File: src/hdl/lwg_pkg.sv
// Package for the Life-with-walls generation step: cell codes, payload structs,
// rule register indexes and the output queue geometry.
// No dependencies; every other file of the block imports it.
`timescale 1ns / 1ps

package lwg_pkg;

  // Cell codes. The fourth code behaves as a dead cell.
  localparam logic [1:0] CELL_DEAD  = 2'd0;
  localparam logic [1:0] CELL_ALIVE = 2'd1;
  localparam logic [1:0] CELL_WALL  = 2'd2;

  // Rule register indexes on the configuration port.
  localparam logic [1:0] CFG_BIRTH_COUNT  = 2'd0;
  localparam logic [1:0] CFG_SURVIVE_LOW  = 2'd1;
  localparam logic [1:0] CFG_SURVIVE_HIGH = 2'd2;

  // Reset values of the rule registers (B3/S23).
  localparam logic [3:0] BIRTH_COUNT_RESET  = 4'd3;
  localparam logic [3:0] SURVIVE_LOW_RESET  = 4'd2;
  localparam logic [3:0] SURVIVE_HIGH_RESET = 4'd3;

  // Output queue geometry.
  localparam int QUEUE_DEPTH = 4;
  localparam int QUEUE_PTR_W = $clog2(QUEUE_DEPTH);
  localparam int QUEUE_CNT_W = $clog2(QUEUE_DEPTH + 1);

  // One input transaction: a column of three cells plus row markers.
  typedef struct packed {
    logic [1:0] upper_cell;
    logic [1:0] center_cell;
    logic [1:0] lower_cell;
    logic       row_start;
    logic       row_end;
  } in_item_t;

  // One result transaction.
  typedef struct packed {
    logic [1:0] next_cell;
    logic       display_bit;
    logic       last_of_row;
  } out_item_t;

  // A held column of the window.
  typedef struct packed {
    logic [1:0] lower;
    logic [1:0] center;
    logic [1:0] upper;
  } column_t;

  // Rule registers as seen by the evaluation logic.
  typedef struct packed {
    logic [3:0] birth_count;
    logic [3:0] survive_low;
    logic [3:0] survive_high;
  } rule_cfg_t;

  // Results pushed into the output queue in one cycle (zero, one or two).
  typedef struct packed {
    logic [1:0] count;
    out_item_t  first;
    out_item_t  second;
  } push_t;

endpackage

File: src/hdl/lwg_rule.sv
// Next-state evaluation of one centre cell from its three-column neighbourhood.
// Depends on lwg_pkg for cell codes and the column, rule and result types.
`timescale 1ns / 1ps

module lwg_rule (
  input  lwg_pkg::column_t   left,
  input  lwg_pkg::column_t   mid,
  input  lwg_pkg::column_t   right,
  input  logic               last,
  input  lwg_pkg::rule_cfg_t cfg,
  output lwg_pkg::out_item_t result
);
  import lwg_pkg::*;

  logic [3:0] alive_count;
  logic [1:0] next_state;

  // Count the alive neighbours; the centre cell itself is skipped.
  always_comb begin
    alive_count = 4'(left.upper == CELL_ALIVE) + 4'(left.center == CELL_ALIVE)
                + 4'(left.lower == CELL_ALIVE) + 4'(mid.upper == CELL_ALIVE)
                + 4'(mid.lower == CELL_ALIVE) + 4'(right.upper == CELL_ALIVE)
                + 4'(right.center == CELL_ALIVE) + 4'(right.lower == CELL_ALIVE);
  end

  // Walls hold, alive cells survive within the band, others may be born.
  always_comb begin
    case (mid.center)
      CELL_WALL: begin
        next_state = CELL_WALL;
      end
      CELL_ALIVE: begin
        next_state = (alive_count >= cfg.survive_low && alive_count <= cfg.survive_high)
                     ? CELL_ALIVE : CELL_DEAD;
      end
      default: begin
        next_state = (alive_count == cfg.birth_count) ? CELL_ALIVE : CELL_DEAD;
      end
    endcase
  end

  assign result.next_cell   = next_state;
  assign result.display_bit = (next_state != CELL_DEAD);
  assign result.last_of_row = last;

endmodule

File: src/hdl/lwg_window.sv
// Two-column sliding window of the current row; emits up to two results per column.
// Depends on lwg_pkg and instantiates lwg_rule twice.
`timescale 1ns / 1ps

module lwg_window (
  input  logic               clk,
  input  logic               rst,
  input  logic               advance,
  input  lwg_pkg::in_item_t  item,
  input  lwg_pkg::rule_cfg_t cfg,
  output lwg_pkg::push_t     push
);
  import lwg_pkg::*;

  column_t    older;
  column_t    newer;
  logic [1:0] columns_held;

  column_t    incoming;
  column_t    older_eff;
  column_t    newer_eff;
  logic [1:0] held_eff;
  logic       mid_ready;
  out_item_t  mid_result;
  out_item_t  flush_result;

  // A row start clears the window before the column is taken in.
  always_comb begin
    incoming.upper  = item.upper_cell;
    incoming.center = item.center_cell;
    incoming.lower  = item.lower_cell;
    older_eff       = item.row_start ? '0 : older;
    newer_eff       = item.row_start ? '0 : newer;
    held_eff        = item.row_start ? 2'd0 : columns_held;
    mid_ready       = (held_eff != 2'd0);
  end

  // Centre cell of the previous column, now that its right neighbour is here.
  lwg_rule u_mid_rule (
    .left   (older_eff),
    .mid    (newer_eff),
    .right  (incoming),
    .last   (1'b0),
    .cfg    (cfg),
    .result (mid_result)
  );

  // Final cell of the row, with dead cells to its right.
  lwg_rule u_flush_rule (
    .left   (newer_eff),
    .mid    (incoming),
    .right  ('0),
    .last   (1'b1),
    .cfg    (cfg),
    .result (flush_result)
  );

  // Order results: the previous column first, the flushed cell second.
  always_comb begin
    push.count  = advance ? (2'(mid_ready) + 2'(item.row_end)) : 2'd0;
    push.first  = mid_ready ? mid_result : flush_result;
    push.second = flush_result;
  end

  // Shift the window; a row end leaves it empty for the next row.
  always_ff @(posedge clk) begin
    if (rst) begin
      older        <= '0;
      newer        <= '0;
      columns_held <= 2'd0;
    end else if (advance) begin
      if (item.row_end) begin
        older        <= '0;
        newer        <= '0;
        columns_held <= 2'd0;
      end else begin
        older        <= newer_eff;
        newer        <= incoming;
        columns_held <= (held_eff == 2'd2) ? 2'd2 : held_eff + 2'd1;
      end
    end
  end

endmodule

File: src/hdl/lwg_out_queue.sv
// Small result queue that takes up to two results a cycle and delivers one unless out_stall holds it.
// Depends on lwg_pkg for the result and push types and the queue geometry.
`timescale 1ns / 1ps

module lwg_out_queue (
  input  logic               clk,
  input  logic               rst,
  input  lwg_pkg::push_t     push,
  output logic               room_for_two,
  output logic               out_valid,
  input  logic               out_stall,
  output lwg_pkg::out_item_t out_data
);
  import lwg_pkg::*;

  out_item_t              entries [QUEUE_DEPTH];
  logic [QUEUE_PTR_W-1:0] wr_ptr;
  logic [QUEUE_PTR_W-1:0] rd_ptr;
  logic [QUEUE_CNT_W-1:0] fill;
  logic [QUEUE_CNT_W-1:0] fill_next;
  logic                   pop;

  assign pop          = out_valid && !out_stall;
  assign out_valid    = (fill != '0);
  assign out_data     = entries[rd_ptr];
  assign room_for_two = (fill <= QUEUE_CNT_W'(QUEUE_DEPTH - 2));
  assign fill_next    = fill + QUEUE_CNT_W'(push.count) - QUEUE_CNT_W'(pop);

  // Storage: entries need no reset.
  always_ff @(posedge clk) begin
    if (push.count != 2'd0) begin
      entries[wr_ptr] <= push.first;
    end
    if (push.count == 2'd2) begin
      entries[wr_ptr + QUEUE_PTR_W'(1)] <= push.second;
    end
  end

  // Pointers and fill level.
  always_ff @(posedge clk) begin
    if (rst) begin
      wr_ptr <= '0;
      rd_ptr <= '0;
      fill   <= '0;
    end else begin
      wr_ptr <= wr_ptr + QUEUE_PTR_W'(push.count);
      rd_ptr <= rd_ptr + QUEUE_PTR_W'(pop);
      fill   <= fill_next;
    end
  end

endmodule

File: src/hdl/life_with_walls_generation_step_top.sv
// Top level of the Life-with-walls generation step: input register, rule
// registers, window and result queue. Depends on lwg_pkg, lwg_window, lwg_out_queue.
`timescale 1ns / 1ps

// Usage
// The input channel (in_valid, in_stall, in_data) takes one column of three
// cells per transaction, streamed left to right along a row; row_start and
// row_end mark the row's first and last columns. The output channel
// (out_valid, out_stall, out_data) returns one transaction per cell, in row
// order, the last one flagged by last_of_row. A column produces the result of
// the previous column's centre cell; a row-end column also flushes its own.
// A result reaches the output through the input register, then the result
// queue, after the column that completes it is accepted.
// Throughput: one column per cycle while in_stall is low. A row-end column
// can cause two results, while the single-result output port drains one result
// per cycle; in_stall rises while a column is held and the queue lacks room
// for two results. If the receiver stalls, results wait in the four-entry
// queue and the input stalls once it holds more than two.
// Reset clears the window, empties the queue and loads B3/S23 into the rule
// registers. The configuration port (cfg_valid, cfg_ready, cfg_index,
// cfg_data) is always ready and should be written only while the block idles.

module life_with_walls_generation_step_top (
  input  logic               clk,
  input  logic               rst,
  input  logic               in_valid,
  output logic               in_stall,
  input  lwg_pkg::in_item_t  in_data,
  output logic               out_valid,
  input  logic               out_stall,
  output lwg_pkg::out_item_t out_data,
  input  logic               cfg_valid,
  output logic               cfg_ready,
  input  logic [1:0]         cfg_index,
  input  logic [3:0]         cfg_data
);
  import lwg_pkg::*;

  in_item_t  item;
  logic      item_valid;
  logic      advance;
  logic      room_for_two;
  rule_cfg_t rule_cfg;
  push_t     push;

  assign cfg_ready = 1'b1;
  assign advance   = item_valid && room_for_two;
  assign in_stall  = item_valid && !room_for_two;

  // Rule registers.
  always_ff @(posedge clk) begin
    if (rst) begin
      rule_cfg.birth_count  <= BIRTH_COUNT_RESET;
      rule_cfg.survive_low  <= SURVIVE_LOW_RESET;
      rule_cfg.survive_high <= SURVIVE_HIGH_RESET;
    end else if (cfg_valid && cfg_ready) begin
      case (cfg_index)
        CFG_BIRTH_COUNT:  rule_cfg.birth_count  <= cfg_data;
        CFG_SURVIVE_LOW:  rule_cfg.survive_low  <= cfg_data;
        CFG_SURVIVE_HIGH: rule_cfg.survive_high <= cfg_data;
        default: begin
        end
      endcase
    end
  end

  // Input register: holds one transaction until the window can take it.
  always_ff @(posedge clk) begin
    if (rst) begin
      item_valid <= 1'b0;
    end else if (!in_stall) begin
      item_valid <= in_valid;
    end
  end

  always_ff @(posedge clk) begin
    if (in_valid && !in_stall) begin
      item <= in_data;
    end
  end

  lwg_window u_window (
    .clk     (clk),
    .rst     (rst),
    .advance (advance),
    .item    (item),
    .cfg     (rule_cfg),
    .push    (push)
  );

  lwg_out_queue u_out_queue (
    .clk          (clk),
    .rst          (rst),
    .push         (push),
    .room_for_two (room_for_two),
    .out_valid    (out_valid),
    .out_stall    (out_stall),
    .out_data     (out_data)
  );

endmodule

File: config.mk
export PLATFORM = sky130hd
export DESIGN_NAME = life_with_walls_generation_step_top
export DESIGN_NICKNAME = d
export VERILOG_FILES = /design/src/hdl/lwg_pkg.sv /design/src/hdl/lwg_rule.sv /design/src/hdl/lwg_window.sv /design/src/hdl/lwg_out_queue.sv /design/src/hdl/life_with_walls_generation_step_top.sv
export SDC_FILE = /design/constraint.sdc
export NUM_CORES = 1
export LEC_CHECK = 0
export ABC_AREA = 0
export BUFFER_PORTS_ARGS = -buffer_cell sky130_fd_sc_hd__buf_2
export CORE_ASPECT_RATIO = 0.6
export CORE_MARGIN = 4
export CORE_UTILIZATION = 65
export CTS_CLUSTER_DIAMETER = 40
export DETAILED_ROUTE_END_ITERATION = 10
export PLACE_DENSITY = 0.83
export SLEW_MARGIN = 20
export SYNTH_ARGS = -nofsm -noshare
export SYNTH_HDL_FRONTEND = slang
export SYNTH_SLANG_ARGS = --single-unit
File: constraint.sdc
create_clock -name clk -period 9.7 [get_ports clk]
set_input_delay 1.455 -clock clk [delete_from_list [all_inputs] [get_ports clk]]
set_output_delay 1.455 -clock clk [all_outputs]
set_load 0.02 [all_outputs]
==> results of run 1 <==
-- logic make-up after synthesis --
kind of cell	share of synthesized area, %
and+or+nand+nor	19.15
AOI/OAI and AO/OA	11.67
DFF	39.91
buffers and inverters	6.163
adders and majority gates	15.11
xor gates and xnor gates	3.485
muxes	4.402
other	0.1099
-- layout make-up --
type | count | area [um2] | share of cell area (%)
Clock buffer | 9 | 123.9 | 3.291
Clock inverter | 7 | 101.3 | 2.693
Inverter | 36 | 135.1 | 3.590
Multi-Input combinational cell | 252 | 1839 | 48.87
Sequential cell | 58 | 1361 | 36.17
Tap cell | 66 | 82.58 | 2.194
Timing Repair Buffer | 24 | 120.1 | 3.191
-- registers in the layout, indices dropped and copies added, names as in the netlist --
register               flops
u_out_queue.entries       16
rule_cfg                  12
item                       8
u_window.newer             6
u_window.older             6
u_out_queue.fill           3
u_out_queue.rd_ptr         2
u_out_queue.wr_ptr         2
u_window.columns_held      2
item_valid                 1
-- worst max path at each step --
stage,endpoint,cells past startpoint
after floorplan,u_out_queue.entries[2][2],20
after global placement,u_out_queue.entries[2][2],19
after detailed placement,u_out_queue.entries[1][2],19
after CTS,u_out_queue.entries[1][2],19
after global routing,u_out_queue.entries[2][2],19
final,u_out_queue.entries[2][2],19
-- per-layer routing --
| layer | up-vias | part of all wire, % | global-route usage, % |
|---|---|---|---|
| li1 | 1283 | - | - |
| met5 | - | 0 | 0 |
| met3 | 19 | 11 | 10.58 |
| met2 | 134 | 41 | 34.61 |
| met4 | 0 | 1.8 | 8.458 |
| met1 | 1242 | 46 | 35.80 |
-- cells in the final DEF, fill, tap and decap left out, types with 2 or more instances in the layout --
cell type,instances
inv_6,2
a211oi_1,3
xor2_1,3
nand2b_1,13
ha_1,30
or3_1,3
a32o_1,2
o21ai_0,10
and2_1,2
xnor2_1,8
nand3_1,7
clkinvlp_4,2
nand3b_1,8
a21oi_1,24
fa_1,7
dfxtp_1,38
o22ai_1,5
o21ai_1,3
mux4_2,4
bufinv_16,2
o211ai_1,2
nor3b_1,3
nor2b_1,16
clkbuf_8,9
mux2i_1,6
edfxtp_1,20
nor2_1,37
inv_1,36
a211o_1,3
buf_2,24
nand2_1,29
nor3_1,7
-- stage by stage --
step	power, mW	instances	hold slack (ps)
2_1_floorplan	0.4335	360	427.1
3_3_place_gp	0.4722	436	442.4
3_5_place_dp	0.4795	436	446.9
4_1_cts	0.7327	452	463.9
5_1_grt	0.7724	452	486.1
6_report	0.7301	452	463.6
-- critical path: stages, from the launching register on --
cell and delay (ps):
edfxtp_1 540, nor2_1 70, nand2_1 130, inv_1 80, fa_1 550, inv_1 60, fa_1 530, inv_1 50
fa_1 500, ha_1 180, inv_1 60, fa_1 410, xnor2_1 260, ha_1 310, a21oi_1 160, o221ai_1 130
a211oi_1 300, a32oi_1 140, nand2b_1 200, o21ai_1 140
-- report_power, final --
| group | internal [mW] | switching (mW) |
|---|---|---|
| sequential | 0.275 | 0.0252 |
| clock | 0.147 | 0.106 |
| combinational | 0.0773 | 0.0996 |
| total | 0.499 | 0.231 |
==> metrics, run 1 <==
number of different library cells in the post-synthesis netlist 48; remaining antenna violation count 0; Inserted Clock Buffers 9; number of cells produced by synthesis 360; final setup vio count 0; RSZ-0062 raised after global routing no; final-report max-slew violation count 0; root buffer cell clkbuf_8; worst setup slack after placement 4821 ps; # diodes 0; post-route minimum period 4949 ps; wire length of the first global-routing pass 12230 um; Post-Route Skew ~10 ps; Netlist Area Pre-Place 3411 um2; Worst EP required a little under 10000 ps; per-cell via count in the routed design 5.925; cell taking the most area after synthesis dfxtp_1; origin of the critical flop-to-flop path item[1]; count of synthesis-stage warnings from yosys 0; final number of hold-violating endpoints 0; Syn Nets 416; Synth Flop Type dfxtp_1; sum of negative setup slack 0 ps; clock tree from TritonCTS done; async set or reset register ratio after synthesis 0%; result of the run finished clean; mean routed wirelength per cell about 17 um; share of cells above drive strength 1 between 10% and 20%; Worst Hold End u_out_queue.entries[1][0]; number of buffers added on ports 24; Slew Limit Headroom 38.10%; top area cells in the synthesized netlist dfxtp_1, edfxtp_1, ha_1; Crit Path Max Fanout 10; Worst Setup Slack, final 4751 ps; boundary pin count 26; count of vias placed by the detailed router approximately 2700; DRC marker count from the first detailed-route iteration about 320; Total Wirelength 7466 um; cell depth of the worst flop-to-flop path 19; WHS Path Cells 2; Setup crit start item[1]; core box area roughly 5000 um2; post-detailed-placement cell area 3538 um2; DIE HEIGHT 64.11 um; leakage power summed over all cells 1.553 nW; Final Wtd Congestion 0.9248; maximum buffer depth of the clock tree 2; overall die width 101.5 um; fillers around 370; share of the synthesized area in the top cell type 22.30%; Max Fclk 0.2021 GHz; Worst IR Drop VDD 0.1690 mV; number of max-capacitance violations reported 0; total gr overflow 0; GRT Total Usage 25.26%; ratio of final minimum period to clock period ~51%; # Post-CTS Setup Buffers 0; antenna violations before repair 0; worst-case register-to-register setup slack 4750 ps; DRC violations left 0; drt first pass iters 6; list of most frequent post-synthesis cells dfxtp_1, nor2_1, inv_1; number of global-route vias before repair roughly 2500; part of the Yosys area used for sequential elements 39.91%; Finished Core Util roughly 74%; path category of the worst min-delay check reg2reg; Die ar. ~6500 um2; site row count 20; net count of the finished layout 437; clock latency on the worst-skew pair about 350 ps; CTS HTree Levels 3; total power per unit cell area 194.0 nW/um2; final design area excluding fillers 3764 um2; number of cells upsized or downsized after cts 0; placed wire-length estimate after detailed placement around 5700 um; WS Path Type reg2reg; area growth from synthesis to layout 10.34%; Synth Register Bits 58; CTS sink count 58; Worst Setup End Kind register; Initial Util between 60% and 70%; source of the worst hold timing path u_out_queue.entries[1][0]; hold_buf cts 0; signal arrival time at the worst endpoint 5150 ps; CTS clock-pin slew for the worst setup and hold paths ~70 ps; capture instance of the worst register-to-register path u_out_queue.entries[2][2]; actual slew at the worst max-slew pin 926.6 ps; post-synthesis average cell area 9.474 um2; count of flip-flops with a built-in enable after synthesis 20; crit path launch type register; maximum number of pins on one net before global-route repair 35; most common cell in the synthesized netlist dfxtp_1
(Power assumes the default switching activity.)
==> inputs of run 2 (changes only) <==
Settings changed: CORE_UTILIZATION 65 to 54, PLACE_DENSITY 0.83 to 0.74.
Clock period 9.7 ns to 4.5 ns, I/O delays scaled along.
==> run 2 against run 1 <==
The flow now finishes with violations (setup timing). Highest routed layer unchanged. Setup slack worse by 4900 ps. Largest cell class unchanged. Hold slack worse by 3.6 ps. Sequential share of layout area is 1.9 points lower.
==> metrics, run 2 (same netlist as run 1, synthesis figures left out) <==
result of the run finished with violations; violations in the final reports setup timing; Max Fclk 0.2166 GHz; crit path to u_out_queue.entries[0][1]; leading cell type in the layout, fill and taps excluded dfxtp_1; path category of the worst min-delay check reg2reg; cell depth of the worst flop-to-flop path 17; maximum number of pins on one net before global-route repair 35; signal arrival time at the worst endpoint ~4700 ps; mean routed wirelength per cell 16.07 um; total power per unit cell area around 390 nW/um2; wire length of the first global-routing pass 12560 um; maximum buffer depth of the clock tree 2; DRC violations left 0; number of global-route vias before repair about 2500; worst setup slack after placement -204.1 ps; total gr overflow 0; Post-Route Skew 9.781 ps; number of stages on the worst setup path 17; Initial Util 55.81%; Biggest register u_out_queue.entries; final design area excluding fillers 3976 um2; origin of the critical flop-to-flop path item[1]; DIE HEIGHT around 70 um; top library cells by usage in the layout, fill and taps aside dfxtp_1, nor2_1, inv_1, nand2_1, ha_1; Crit Path Max Fanout 4; combined buffer and inverter count along the critical path 4; per-cell via count in the routed design around 5.6; Inserted Clock Buffers 9; net count of the finished layout between 400 and 500; Setup crit start item[1]; WS Path Type reg2reg; GRT Total Usage 20.73%; clock latency on the worst-skew pair 350 ps; placed wire-length estimate after detailed placement 5742 um; actual slew at the worst max-slew pin roughly 860 ps; core box area 6111 um2; area growth from synthesis to layout 16.58%; RSZ-0062 raised after global routing yes; cell family with the largest share of critical-path delay adder cells; share of cells above drive strength 1 18.84%; CTS HTree Levels 3; root buffer cell clkbuf_8; post-detailed-placement cell area 3606 um2; # diodes 0; Worst EP required about 4600 ps; top flop regs u_out_queue.entries (16), rule_cfg (12), item (8); CTS clock-pin slew for the worst setup and hold paths 60 ps; worst-case register-to-register setup slack -120 ps; antenna violations before repair 0; final-report max-slew violation count 0; number of max-capacitance violations reported 0; boundary pin count 26; drt first pass iters 5; Worst Setup Slack, final -116.4 ps; CTS sink count 58; overall power approximately 1.6 mW; count of vias placed by the detailed router 2690; final setup vio count 8; capture instance of the worst register-to-register path u_out_queue.entries[0][1]; CP max-delay cell fa_2; Final Wtd Congestion between 0.9 and 1; Worst IR Drop VDD 0.3108 mV; site row count 22; Die ar. 7693 um2; leakage power summed over all cells 1.628 nW; cells traversed along the worst timing path nor2_1 -> and2_1 -> fa_1 -> inv_1 -> fa_1 -> inv_2 -> fa_1 -> ha_2 -> inv_2 -> fa_2 -> inv_1 -> ha_1 -> nand3_1 -> o221ai_2 -> a211oi_2 -> a21o_2 -> a32o_1; Slew Limit Headroom 42.67%; DRC marker count from the first detailed-route iteration 295; ratio of final minimum period to clock period 102.6%; final number of hold-violating endpoints 0; post-route minimum period 4616 ps; Largest register FFs 16; clock tree from TritonCTS done; delay of the slowest critical-path stage 580 ps; Worst Setup End Kind register; Total Wirelength around 7700 um; crit path launch type register; remaining antenna violation count 0; overall die width approximately 110 um; number of buffers added on ports 24; Critical Path Most Common Cell fa_1
[run 2: changes by cell type in the layout (fill, tap and decap cells not counted), sizes merged]
cell,previous run,this run
clkinv,1,4
inv,38,36
clkinvlp,2,1
buf,24,36
[run 2: layer usage]
metal  track usage [%]  up-vias  wire [um]
li1                  -     1307          -
met5                 0        -          0
met3             5.405       13        604
met1             30.93     1267       3808
met4             7.514        0        120
met2             28.70      103       3213
[run 2: final cells by class]
cell class,count,area [um2]
Multi-Input combinational cell,252,1957
Sequential cell,58,1361
Fill cell,515,2135
Inverter,36,135.1
Clock inverter,7,83.83
Timing Repair Buffer,36,210.2
Tap cell,84,105.1
Clock buffer,9,123.9
[run 2: how the worst min path moves through the flow]
stage | start | depth (start not counted) | to
3_3_place_gp | u_window.older[4] | 2 | u_window.older[4]
6_report | u_window.older[5] | 2 | u_window.older[5]
2_1_floorplan | u_window.older[4] | 2 | u_window.older[4]
5_1_grt | u_window.columns_held[0] | 2 | u_window.columns_held[0]
3_5_place_dp | u_window.columns_held[0] | 2 | u_window.columns_held[0]
4_1_cts | u_window.older[5] | 2 | u_window.older[5]
[run 2: through the flow]
step / hold WS [ps] / TNS, ps / util (%) / instances
2_1_floorplan: 427.1 / 0 / - / 360
3_3_place_gp: 436.7 / 0 / 59.01 / 460
5_1_grt: 476.1 / -2320 / 65.07 / 482
3_5_place_dp: 451.4 / -1083 / 59.01 / 460
4_1_cts: 459.2 / -4.606 / 63.19 / 478
6_report: 460.0 / -695.9 / 65.07 / 482
[run 2: report_power, final]
group	total, mW	switching, mW	internal (mW)
Sequential	0.645	0.0508	0.594
Clock	0.511	0.207	0.305
Combinational	0.414	0.228	0.186
[run 2: worst min-delay path, stage by stage (launching register included)]
cell and delay, ps:
dfxtp_1 310, nand2_1 50, a21oi_1 50
[run 2: timing repair]
item / in CTS / in global routing
setup endpoints to repair: 8 / 8
hold buffers: 0 / 0
setup buffers: 2 / 4
pin swaps: 3 / 14
resized for setup: 7 / 15
